[src/hw/rtl/cdss_pkg.sv]
// Types, command codes, constants and segment decode of the countdown scanner.
`default_nettype none

package cdss_pkg;

    localparam int DIGIT_COUNT = 4;
    localparam int SCAN_WIDTH  = $clog2(DIGIT_COUNT);
    localparam int MS_WIDTH    = 17;
    localparam int SECS_WIDTH  = 8;
    localparam int PAIR_WIDTH  = 7;
    localparam int SEG_WIDTH   = 7;

    // floor(ms / 1000) == (ms * RECIP) >> RECIP_SHIFT for every 17-bit ms
    localparam int RECIP_SHIFT = 27;
    localparam int PROD_WIDTH  = MS_WIDTH + 18;
    localparam logic [PROD_WIDTH-1:0] RECIP = PROD_WIDTH'(134218);

    // floor(s / 10) == (s * TENS_RECIP) >> TENS_SHIFT for s up to 99
    localparam int TENS_SHIFT = 10;
    localparam int TENS_PROD_WIDTH = 2 * PAIR_WIDTH;
    localparam logic [TENS_PROD_WIDTH-1:0] TENS_RECIP = TENS_PROD_WIDTH'(103);

    localparam logic [PAIR_WIDTH-1:0] MAX_SECONDS = PAIR_WIDTH'(99);

    typedef logic [3:0]            digit_t;
    typedef logic [2:0]            mode_t;
    typedef logic [SECS_WIDTH-1:0] secs_t;
    typedef logic [SEG_WIDTH-1:0]  seg_t;

    localparam digit_t DIGIT_ZERO  = 4'd0;
    localparam digit_t DIGIT_NINE  = 4'd9;
    localparam digit_t DIGIT_EIGHT = 4'd8;
    localparam digit_t DIGIT_TEN   = 4'd10;

    localparam mode_t MODE_SCAN   = 3'd0;
    localparam mode_t MODE_SECOND = 3'd1;
    localparam mode_t MODE_LOAD1  = 3'd2;
    localparam mode_t MODE_LOAD2  = 3'd3;
    localparam mode_t MODE_MANUAL = 3'd4;
    localparam mode_t MODE_ERROR  = 3'd5;

    typedef struct packed {
        mode_t  mode;
        secs_t  secs;
        digit_t shown_digit;
    } cmd_t;

    typedef struct packed {
        logic valid;
        cmd_t cmd;
    } cmd_beat_t;

    // Active-low segments a..g in bits 0..6; blank above nine.
    function automatic seg_t segments_for(input digit_t v);
        seg_t s;
        case (v)
            4'd0:    s = 7'h40;
            4'd1:    s = 7'h79;
            4'd2:    s = 7'h24;
            4'd3:    s = 7'h30;
            4'd4:    s = 7'h19;
            4'd5:    s = 7'h12;
            4'd6:    s = 7'h02;
            4'd7:    s = 7'h78;
            4'd8:    s = 7'h00;
            4'd9:    s = 7'h10;
            default: s = 7'h7F;
        endcase
        return s;
    endfunction

endpackage

`default_nettype wire

[src/hw/rtl/cdss_cmd_if.sv]
// Command channel: valid/ready handshake with the command payload.
`default_nettype none

interface cdss_cmd_if;
    logic                                valid;
    logic                                ready;
    cdss_pkg::mode_t                     mode;
    logic [cdss_pkg::MS_WIDTH-1:0]       time_ms;
    cdss_pkg::digit_t                    shown_digit;

    modport source (output valid, output mode, output time_ms, output shown_digit,
                    input ready);
    modport sink   (input valid, input mode, input time_ms, input shown_digit,
                    output ready);
endinterface

`default_nettype wire

[src/hw/rtl/cdss_disp_if.sv]
// Display channel: valid/ready handshake with segments and digit enables.
`default_nettype none

interface cdss_disp_if;
    logic                                valid;
    logic                                ready;
    cdss_pkg::seg_t                      segments;
    logic [cdss_pkg::DIGIT_COUNT-1:0]    digit_enables;

    modport source (output valid, output segments, output digit_enables, input ready);
    modport sink   (input valid, input segments, input digit_enables, output ready);
endinterface

`default_nettype wire

[src/hw/rtl/countdown_seven_segment_scanner.sv]
// Top level of the four-digit multiplexed countdown display driver.
//
// Every command beat produces exactly one display beat: the active-low segment
// pattern and one-cold digit enable of the scanned digit after the command is
// applied. A new command can be taken every cycle while the display side takes
// results. After the command is taken, it passes through the input register,
// where a reciprocal multiply turns milliseconds into seconds, and then the
// digit stage, which updates the digit store and the scan position and
// registers the decoded result. The input side keeps accepting while a result
// waits on the display side, until both registers are full.
`default_nettype none

module countdown_seven_segment_scanner (
    input  wire logic      clk,
    input  wire logic      rst_n,
    cdss_cmd_if.sink       cmd,
    cdss_disp_if.source    disp
);

    cdss_pkg::cmd_beat_t   beat;
    logic                  take;

    cdss_cmd_stage u_cmd_stage (
        .clk   (clk),
        .rst_n (rst_n),
        .cmd   (cmd),
        .beat  (beat),
        .take  (take)
    );

    cdss_digit_stage u_digit_stage (
        .clk   (clk),
        .rst_n (rst_n),
        .beat  (beat),
        .take  (take),
        .disp  (disp)
    );

endmodule

`default_nettype wire

[src/hw/rtl/cdss_cmd_stage.sv]
// Input register: accept a command beat and convert milliseconds to seconds.
`default_nettype none

module cdss_cmd_stage (
    input  wire logic              clk,
    input  wire logic              rst_n,
    cdss_cmd_if.sink               cmd,
    output cdss_pkg::cmd_beat_t    beat,
    input  wire logic              take
);

    logic                                 valid_reg;
    logic                                 valid_next;
    cdss_pkg::cmd_t                       cmd_reg;
    logic [cdss_pkg::PROD_WIDTH-1:0]      prod;
    cdss_pkg::secs_t                      secs;

    assign cmd.ready = !valid_reg || take;

    assign prod = cdss_pkg::PROD_WIDTH'(cmd.time_ms) * cdss_pkg::RECIP;
    assign secs = prod[cdss_pkg::RECIP_SHIFT +: cdss_pkg::SECS_WIDTH];

    assign valid_next = cmd.ready ? cmd.valid : valid_reg;

    always_ff @(posedge clk or negedge rst_n)
    begin
        if (!rst_n)
        begin
            valid_reg <= 1'b0;
        end
        else
        begin
            valid_reg <= valid_next;
        end
    end

    always_ff @(posedge clk)
    begin
        if (cmd.valid && cmd.ready)
        begin
            cmd_reg.mode        <= cmd.mode;
            cmd_reg.secs        <= secs;
            cmd_reg.shown_digit <= cmd.shown_digit;
        end
    end

    assign beat.valid = valid_reg;
    assign beat.cmd   = cmd_reg;

endmodule

`default_nettype wire

[src/hw/rtl/cdss_digit_stage.sv]
// Digit store, scan position, command decode and the display result register.
`default_nettype none

module cdss_digit_stage (
    input  wire logic              clk,
    input  wire logic              rst_n,
    input  wire cdss_pkg::cmd_beat_t beat,
    output logic                   take,
    cdss_disp_if.source            disp
);

    cdss_pkg::digit_t                       digits_reg  [cdss_pkg::DIGIT_COUNT];
    cdss_pkg::digit_t                       digits_next [cdss_pkg::DIGIT_COUNT];
    logic [cdss_pkg::SCAN_WIDTH-1:0]        scan_reg;
    logic [cdss_pkg::SCAN_WIDTH-1:0]        scan_next;
    logic                                   out_valid_reg;
    logic                                   out_valid_next;
    cdss_pkg::seg_t                         seg_reg;
    cdss_pkg::seg_t                         seg_next;
    logic [cdss_pkg::DIGIT_COUNT-1:0]       en_reg;
    logic [cdss_pkg::DIGIT_COUNT-1:0]       en_next;
    logic                                   fire;
    logic [cdss_pkg::PAIR_WIDTH-1:0]        sat;
    logic [cdss_pkg::TENS_PROD_WIDTH-1:0]   tens_prod;
    cdss_pkg::digit_t                       load_tens;
    cdss_pkg::digit_t                       load_ones;
    logic [7:0]                             pair1_down;
    logic [7:0]                             pair2_down;

    function automatic logic [7:0] count_down(input cdss_pkg::digit_t tens,
                                              input cdss_pkg::digit_t ones);
        cdss_pkg::digit_t t;
        cdss_pkg::digit_t o;
        t = tens;
        o = ones;
        if (ones != cdss_pkg::DIGIT_ZERO)
        begin
            o = ones - 4'd1;
        end
        else if (tens != cdss_pkg::DIGIT_ZERO)
        begin
            o = cdss_pkg::DIGIT_NINE;
            t = tens - 4'd1;
        end
        return {t, o};
    endfunction

    assign take = !out_valid_reg || disp.ready;
    assign fire = beat.valid && take;

    // saturate, then split into tens and ones
    assign sat = (beat.cmd.secs > cdss_pkg::SECS_WIDTH'(cdss_pkg::MAX_SECONDS))
               ? cdss_pkg::MAX_SECONDS
               : beat.cmd.secs[cdss_pkg::PAIR_WIDTH-1:0];
    assign tens_prod = cdss_pkg::TENS_PROD_WIDTH'(sat) * cdss_pkg::TENS_RECIP;
    assign load_tens = tens_prod[cdss_pkg::TENS_SHIFT +: 4];
    assign load_ones = 4'(sat - cdss_pkg::PAIR_WIDTH'(load_tens)
                                * cdss_pkg::PAIR_WIDTH'(cdss_pkg::DIGIT_TEN));

    assign pair1_down = count_down(digits_reg[0], digits_reg[1]);
    assign pair2_down = count_down(digits_reg[2], digits_reg[3]);

    always_comb
    begin
        digits_next = digits_reg;
        scan_next   = scan_reg;
        if (fire)
        begin
            case (beat.cmd.mode)
                cdss_pkg::MODE_SCAN:
                begin
                    scan_next = scan_reg + 1'b1;
                end
                cdss_pkg::MODE_SECOND:
                begin
                    digits_next[0] = pair1_down[7:4];
                    digits_next[1] = pair1_down[3:0];
                    digits_next[2] = pair2_down[7:4];
                    digits_next[3] = pair2_down[3:0];
                end
                cdss_pkg::MODE_LOAD1:
                begin
                    digits_next[0] = load_tens;
                    digits_next[1] = load_ones;
                end
                cdss_pkg::MODE_LOAD2:
                begin
                    digits_next[2] = load_tens;
                    digits_next[3] = load_ones;
                end
                cdss_pkg::MODE_MANUAL:
                begin
                    digits_next[0] = cdss_pkg::DIGIT_ZERO;
                    digits_next[1] = beat.cmd.shown_digit;
                    digits_next[2] = load_tens;
                    digits_next[3] = load_ones;
                end
                cdss_pkg::MODE_ERROR:
                begin
                    for (int i = 0; i < cdss_pkg::DIGIT_COUNT; i++)
                    begin
                        digits_next[i] = cdss_pkg::DIGIT_EIGHT;
                    end
                end
                default:
                begin
                    scan_next = scan_reg;
                end
            endcase
        end
    end

    assign seg_next       = cdss_pkg::segments_for(digits_next[scan_next]);
    assign en_next        = ~(cdss_pkg::DIGIT_COUNT'(1) << scan_next);
    assign out_valid_next = take ? beat.valid : out_valid_reg;

    always_ff @(posedge clk or negedge rst_n)
    begin
        if (!rst_n)
        begin
            for (int i = 0; i < cdss_pkg::DIGIT_COUNT; i++)
            begin
                digits_reg[i] <= cdss_pkg::DIGIT_ZERO;
            end
            scan_reg      <= '0;
            out_valid_reg <= 1'b0;
        end
        else
        begin
            digits_reg    <= digits_next;
            scan_reg      <= scan_next;
            out_valid_reg <= out_valid_next;
        end
    end

    always_ff @(posedge clk)
    begin
        if (fire)
        begin
            seg_reg <= seg_next;
            en_reg  <= en_next;
        end
    end

    assign disp.valid         = out_valid_reg;
    assign disp.segments      = seg_reg;
    assign disp.digit_enables = en_reg;

endmodule

`default_nettype wire

[src/flat_wrapper.sv]
// flat-port wrapper written by rule: the top's interface ports become plain ports
module countdown_seven_segment_scanner_flat 
  (clk, rst_n, cmd_valid, cmd_mode, cmd_time_ms, cmd_shown_digit, cmd_ready, disp_valid, disp_segments, disp_digit_enables, disp_ready);
  cdss_cmd_if cmd_i ();
  cdss_disp_if disp_i ();
  input  wire logic clk;
  input  wire logic rst_n;
  input wire logic [$bits(cmd_i.valid)-1:0] cmd_valid;
  input wire logic [$bits(cmd_i.mode)-1:0] cmd_mode;
  input wire logic [$bits(cmd_i.time_ms)-1:0] cmd_time_ms;
  input wire logic [$bits(cmd_i.shown_digit)-1:0] cmd_shown_digit;
  output wire logic [$bits(cmd_i.ready)-1:0] cmd_ready;
  output wire logic [$bits(disp_i.valid)-1:0] disp_valid;
  output wire logic [$bits(disp_i.segments)-1:0] disp_segments;
  output wire logic [$bits(disp_i.digit_enables)-1:0] disp_digit_enables;
  input wire logic [$bits(disp_i.ready)-1:0] disp_ready;
  assign cmd_i.valid = cmd_valid;
  assign cmd_i.mode = cmd_mode;
  assign cmd_i.time_ms = cmd_time_ms;
  assign cmd_i.shown_digit = cmd_shown_digit;
  assign cmd_ready = cmd_i.ready;
  assign disp_valid = disp_i.valid;
  assign disp_segments = disp_i.segments;
  assign disp_digit_enables = disp_i.digit_enables;
  assign disp_i.ready = disp_ready;
  countdown_seven_segment_scanner u_core (.clk(clk), .rst_n(rst_n), .cmd(cmd_i), .disp(disp_i));
endmodule
[config.mk]
export PLATFORM = sky130hd
export DESIGN_NAME = countdown_seven_segment_scanner_flat
export DESIGN_NICKNAME = d
export VERILOG_FILES = /design/src/hw/rtl/cdss_pkg.sv /design/src/hw/rtl/cdss_cmd_if.sv /design/src/hw/rtl/cdss_disp_if.sv /design/src/hw/rtl/countdown_seven_segment_scanner.sv /design/src/hw/rtl/cdss_cmd_stage.sv /design/src/hw/rtl/cdss_digit_stage.sv /design/src/flat_wrapper.sv
export SDC_FILE = /design/constraint.sdc
export NUM_CORES = 1
export LEC_CHECK = 0
export BUFFER_PORTS_ARGS = -buffer_cell sky130_fd_sc_hd__buf_2
export CORE_ASPECT_RATIO = 1.75
export CORE_UTILIZATION = 40
export CTS_BUF_LIST = sky130_fd_sc_hd__clkbuf_2 sky130_fd_sc_hd__clkbuf_4 sky130_fd_sc_hd__clkbuf_8
export CTS_CLUSTER_DIAMETER = 200
export DETAILED_ROUTE_END_ITERATION = 8
export SLEW_MARGIN = 20
export SYNTH_ARGS = -nofsm -noshare
export SYNTH_HDL_FRONTEND = slang
export SYNTH_HIERARCHICAL = 1
export SYNTH_SLANG_ARGS = --single-unit
export TNS_END_PERCENT = 5
[constraint.sdc]
create_clock -name clk -period 7.8 [get_ports clk]
set_input_delay 0.78 -clock clk [delete_from_list [all_inputs] [get_ports clk]]
set_output_delay 0.78 -clock clk [all_outputs]
set_load 0.05 [all_outputs]
Word level (Yosys, flattened, before mapping)
Memory sizes are Yosys's and may differ from the RTL's. A register that Yosys moved wholly into a read port is not among the register bits.
Index checks and enable logic that the tools add are counted.
{"block": "totals", "reg_bits": 39, "latchBits": 0, "ram_bits": 0, "mem_bits_ro": 112, "wordCells": 60, "memories": 1}
{"name": "(no name shown)", "depth": 16, "word_bits": 7, "read_ports": 1, "rd_clocked_by_memory_dff": 1, "write_ports": 0, "line": "cdss_pkg.sv:56", "text": "case (v)"}
{"block": "op_classes", "addsub": 6, "n_mul": 3, "n_div": 0, "magnitude_cmp": 2, "n_eq_ne": 5, "n_shift": 1, "n_mux": 17, "bitwise": 2, "n_reduce_logical": 12}
{"operator": "$mux 4", "count": 10}
{"operator": "$mul 17x17->34 const B", "count": 1}
{"operator": "$pmux 8 s4", "count": 1}
{"operator": "$pmux 8 s3", "count": 1}
{"operator": "$mux 16", "count": 1}
{"operator": "$reduce_bool 4->1", "count": 4}
{"operator": "$sub 4x1->4 const B", "count": 4}
{"operator": "$mul 7x7->14 const B", "count": 1}
{"operator": "$bmux 4 s2", "count": 1}
{"operator": "$gt 8x7->1 const B", "count": 1}
{"operator": "$mux 7", "count": 1}
{"operator": "$eq 3x2->1 const B", "count": 2}
{"operator": "$eq 3x3->1 const B", "count": 2}
{"operator": "$mul 4x3->3 const B", "count": 1}
{"operator": "$mux 2", "count": 2}
{"operator": "$not 4->4", "count": 1}
{"operator": "$shl 1x2->4 const A", "count": 1}
{"operator": "$sub 4x4->4", "count": 1}
{"operator": "$eq 3x1->1 const B", "count": 1}
{"operator": "$ge 3x3->1 const B", "count": 1}
{"operator": "$logic_not 3->1", "count": 1}
{"operator": "$not 2->3", "count": 1}
{"operator": "$add 2x1->2 const B", "count": 1}
{"operator": "$logic_and 1x1->1", "count": 2}
{"operator": "3 further kinds", "count": 5}

Longest topological paths before layout
{"block": "logic_depth", "word_depth": 10, "depth_mapped": 25, "ltp_nobuf": 24}

Modules after synthesis
Netlist, hierarchy kept.
{"module": "cdss_cmd_stage", "n_inst": 1, "cells_each": 423, "area_per_inst_um2": 4224.1}
{"module": "cdss_digit_stage", "n_inst": 1, "cells_each": 364, "area_per_inst_um2": 3228.1}

Worst setup path before layout
Ideal clock, no wire load.
{"block": "synth_timing", "path_type": "reg2reg", "start": "register u_core.u_cmd_stage.cmd_reg (netlist bit u_core/u_cmd_stage/beat[7])", "end": "register u_core.u_digit_stage.seg_reg[6], in the netlist u_core/u_digit_stage/disp.segments[6], data pin", "setup_time_ps": 260, "arrival_ps": 6384, "setup_slack_ps": 1156, "path_stages_with_launch": 25, "synth_period_minus_slack_ps": 6644, "path_cell_list": "edfxtp_1 > o311ai_0 > or3b_2 > ha_1 > ha_1 > inv_1 > fa_1 > fa_1 > inv_1 > ha_1 > a211o_1 > a21o_1 > a21o_1 > nor2_1 > nor2_1 > fa_1 > inv_1 > a22oi_1 > o21ai_0 > a22o_1 > mux2_2 > a221o_1 > buf_2 > mux2_2 > mux2_2"}
{"item": "start: declaration", "line": "cdss_cmd_stage.sv:14", "text": "cdss_pkg::cmd_t cmd_reg;"}
{"item": "end: declaration", "line": "cdss_digit_stage.sv:18", "text": "cdss_pkg::seg_t seg_reg;"}

==> flow_summary.toml <==
[timing]
hold_violations = 0
worst_slew_pin_slew_ns = 0.686
slew_headroom = 0.536
rsz0062_at_grt = "false"
fin_worst_skew_ns = 0.0157
min_period_ns = 7.22
setup_viol = 0
max_freq_mhz = 139
timing.final.crit_share = 0.925
final.setup.tns_ns = 0
drv_slew = 0

[critical_path]
worstSetupStartpointType = "flop"
reg2regPathDepth = 23
required_ns = 7.89
cp-end-kind = "flop"
crit_path_start = "u_core/u_cmd_stage/beat[7]"
critPathKind = "reg -> reg"
r2r_start = "u_core/u_cmd_stage/beat[7]"
cp_max_fo = 10
r2r-end = "u_core/u_digit_stage/disp.segments[6]"
rrSetupSlack_ns = 0.58
crit_arrival_ns = 7.31

[pwr]
p_total_w = 0.00272
ir_drop_mv = 0.192
leakage_nw = 4.06
power_density_nw_per_um2 = 339

[floorplan]
die_w_um = 105
dieArea_um2 = 19200
rows = 65
die_y_um = 183
core_um2 = 18100
start_util = 0.411
ios = 41

[clock_network]
cts-root-buf = "clkbuf_8"
post_cts_resized = 0
cts_buffers = 5
cts_tree = "yes"
cts_hold_buf = 0
clock_sinks = 46
clockBufferDepth = 2
clk_pin_slew_worst_paths_ns = 0.10
clk-insertion-delay-late_ns = 0.32
cts_max_level = 2
cts_setup_buffers = 0

[final_layout]
multi_input_area_um2 = 5560
regArea_um2 = 1280
nets = 1084
fillCellCount = 1796
finalInstanceArea_um2 = 8020
final_cell_mix = "ha_1 (180), inv_1 (149), fa_1 (51), nor2_1 (44), a21oi_1 (43)"
syn_to_final_growth_pct = 7.66
final_common_cell = "ha_1"
drive_gt1_frac = 0.0920
largest_reg_flops = 16
num_antenna_cells = 0
fin_cells = 1060

[drt]
first_pass_iters = 6
avgRoutedWirePerCell_um = 17.3
vias_per_cell = 5.43
drt-total-wl_um = 18400
drcViolationCount = 0
drt_iter0_drc = 141
drtAntennaViolNets = 0
route.vias.total = 5756

[global_routing]
grt_max_degree = 21
antenna_found_initial = 0
grt_pass1_vias = 6129
grt_usage = 0.198
overflow = 0
grt_first_pass_wirelength_um = 29200

[placed_design]
dp.cells = 1052
gp_congestion = 0.894
io_buffers = 40
dp_hpwl_um = 15800
placed_area_um2 = 7910

[synth]
synthFlopType = "edfxtp_1"
synth_edf_count = 26
synth_fp_nets = 1046
synth_top_area_cell = "ha_1"
synth_top_area_share = 0.302
seq_area_frac_synth = 0.172
ys_warn_count = 6
ys_top_cells_by_area = "ha_1 (30%), fa_1 (14%), edfxtp_1 (10%)"
ys_seq_elements = 46
synth_area_um2 = 7450
synthArstFlopShare = 0.435
synthCells = 787
avgSynthCellArea_um2 = 9.47
synth_cell_types = 75

[outcome]
status = "complete, no violations"

[hold_path]
hp-class = "in -> async"

[run]
drv_cap = 0
stage by stage:
stage	utilization	hold slack (ns)	setup WS, ns
2_1_floorplan	-	0.484	1.16
3_3_place_gp	0.436	0.608	0.746
3_5_place_dp	0.436	0.589	0.678
4_1_cts	0.442	0.418	0.639
5_1_grt	0.442	0.443	0.236
6_report	0.442	0.407	0.583
critical path, stage by stage (launching register included):
cell	delay (ns)
edfxtp_1	0.44
o311ai_0	0.50
or3b_2	0.55
ha_1	0.34
ha_1	0.28
inv_1	0.05
fa_1	0.50
fa_1	0.52
inv_1	0.04
ha_1	0.29
a211o_1	0.30
a211oi_1	0.24
a21oi_1	0.14
o21a_1	0.21
nor2_1	0.35
fa_1	0.48
inv_1	0.08
a22oi_1	0.06
o21ai_0	0.18
a22o_1	0.19
mux2_2	0.15
a221o_1	0.43
mux2_2	0.39
mux2_2	0.26
power breakdown:
group | leakage [nW] | switching, W | internal [W] | total, W
logic | 3.51 | 0.00125 | 0.000868 | 0.00211
registers | 0.497 | 0.0000602 | 0.000357 | 0.000417
clock network | 0.0563 | 0.0000935 | 0.0000977 | 0.000191
cell usage after synthesis (4+ instances only):
cell,instances
nand2b_1,12
dfrtp_1,20
and3_1,6
xor2_1,5
edfxtp_1,26
xnor2_1,13
a211oi_1,4
buf_2,8
inv_1,149
nor2_1,44
nor2b_1,7
nand2_1,32
mux2i_1,9
fa_1,51
nor3_1,8
o21a_1,11
and2_1,5
a21oi_1,43
a221o_1,4
o21bai_1,5
o21ai_0,32
a21o_1,7
or3b_2,4
nand4_1,9
nand3_1,5
o22ai_1,5
mux2_2,6
nor3b_1,5
ha_1,180
worst max-delay path by stage:
stage | depth (start not counted) | to
detailed placement | 23 | u_core/u_digit_stage/disp.segments[6]
global placement | 23 | u_core/u_digit_stage/disp.segments[6]
CTS | 23 | u_core/u_digit_stage/disp.segments[6]
finish | 23 | u_core/u_digit_stage/disp.segments[6]
floorplan | 24 | u_core/u_digit_stage/disp.segments[6]
global route | 23 | u_core/u_digit_stage/disp.segments[6]
layout make-up:
type                       instances  area share
clock buffer                       5     0.00858
clock inverter                     3     0.00608
inverter                         149      0.0697
multi-input combinational        581       0.693
sequential                        46       0.160
tap                              234      0.0365
timing repair buffer              42      0.0268
kinds of logic (layout without fill, tap and decap cells):
kind of cell    after synthesis  count (layout)  share of synthesized area
compound gates              157             157                      0.147
xor+xnor                     19              19                     0.0233
fa+ha+maj                   231             231                      0.439
buf+inv                     160             199                     0.0824
flops                        46              46                      0.172
mux                          15              15                     0.0212
simple gates                159             159                      0.115
layer usage:
metal  global-route usage  part of all wire
met1                0.166              0.34
met4                0.116             0.054
met3               0.0100             0.018
met2                0.431              0.59
met5                    0                 0
No activity file was read; power rests on OpenSTA's default activity.
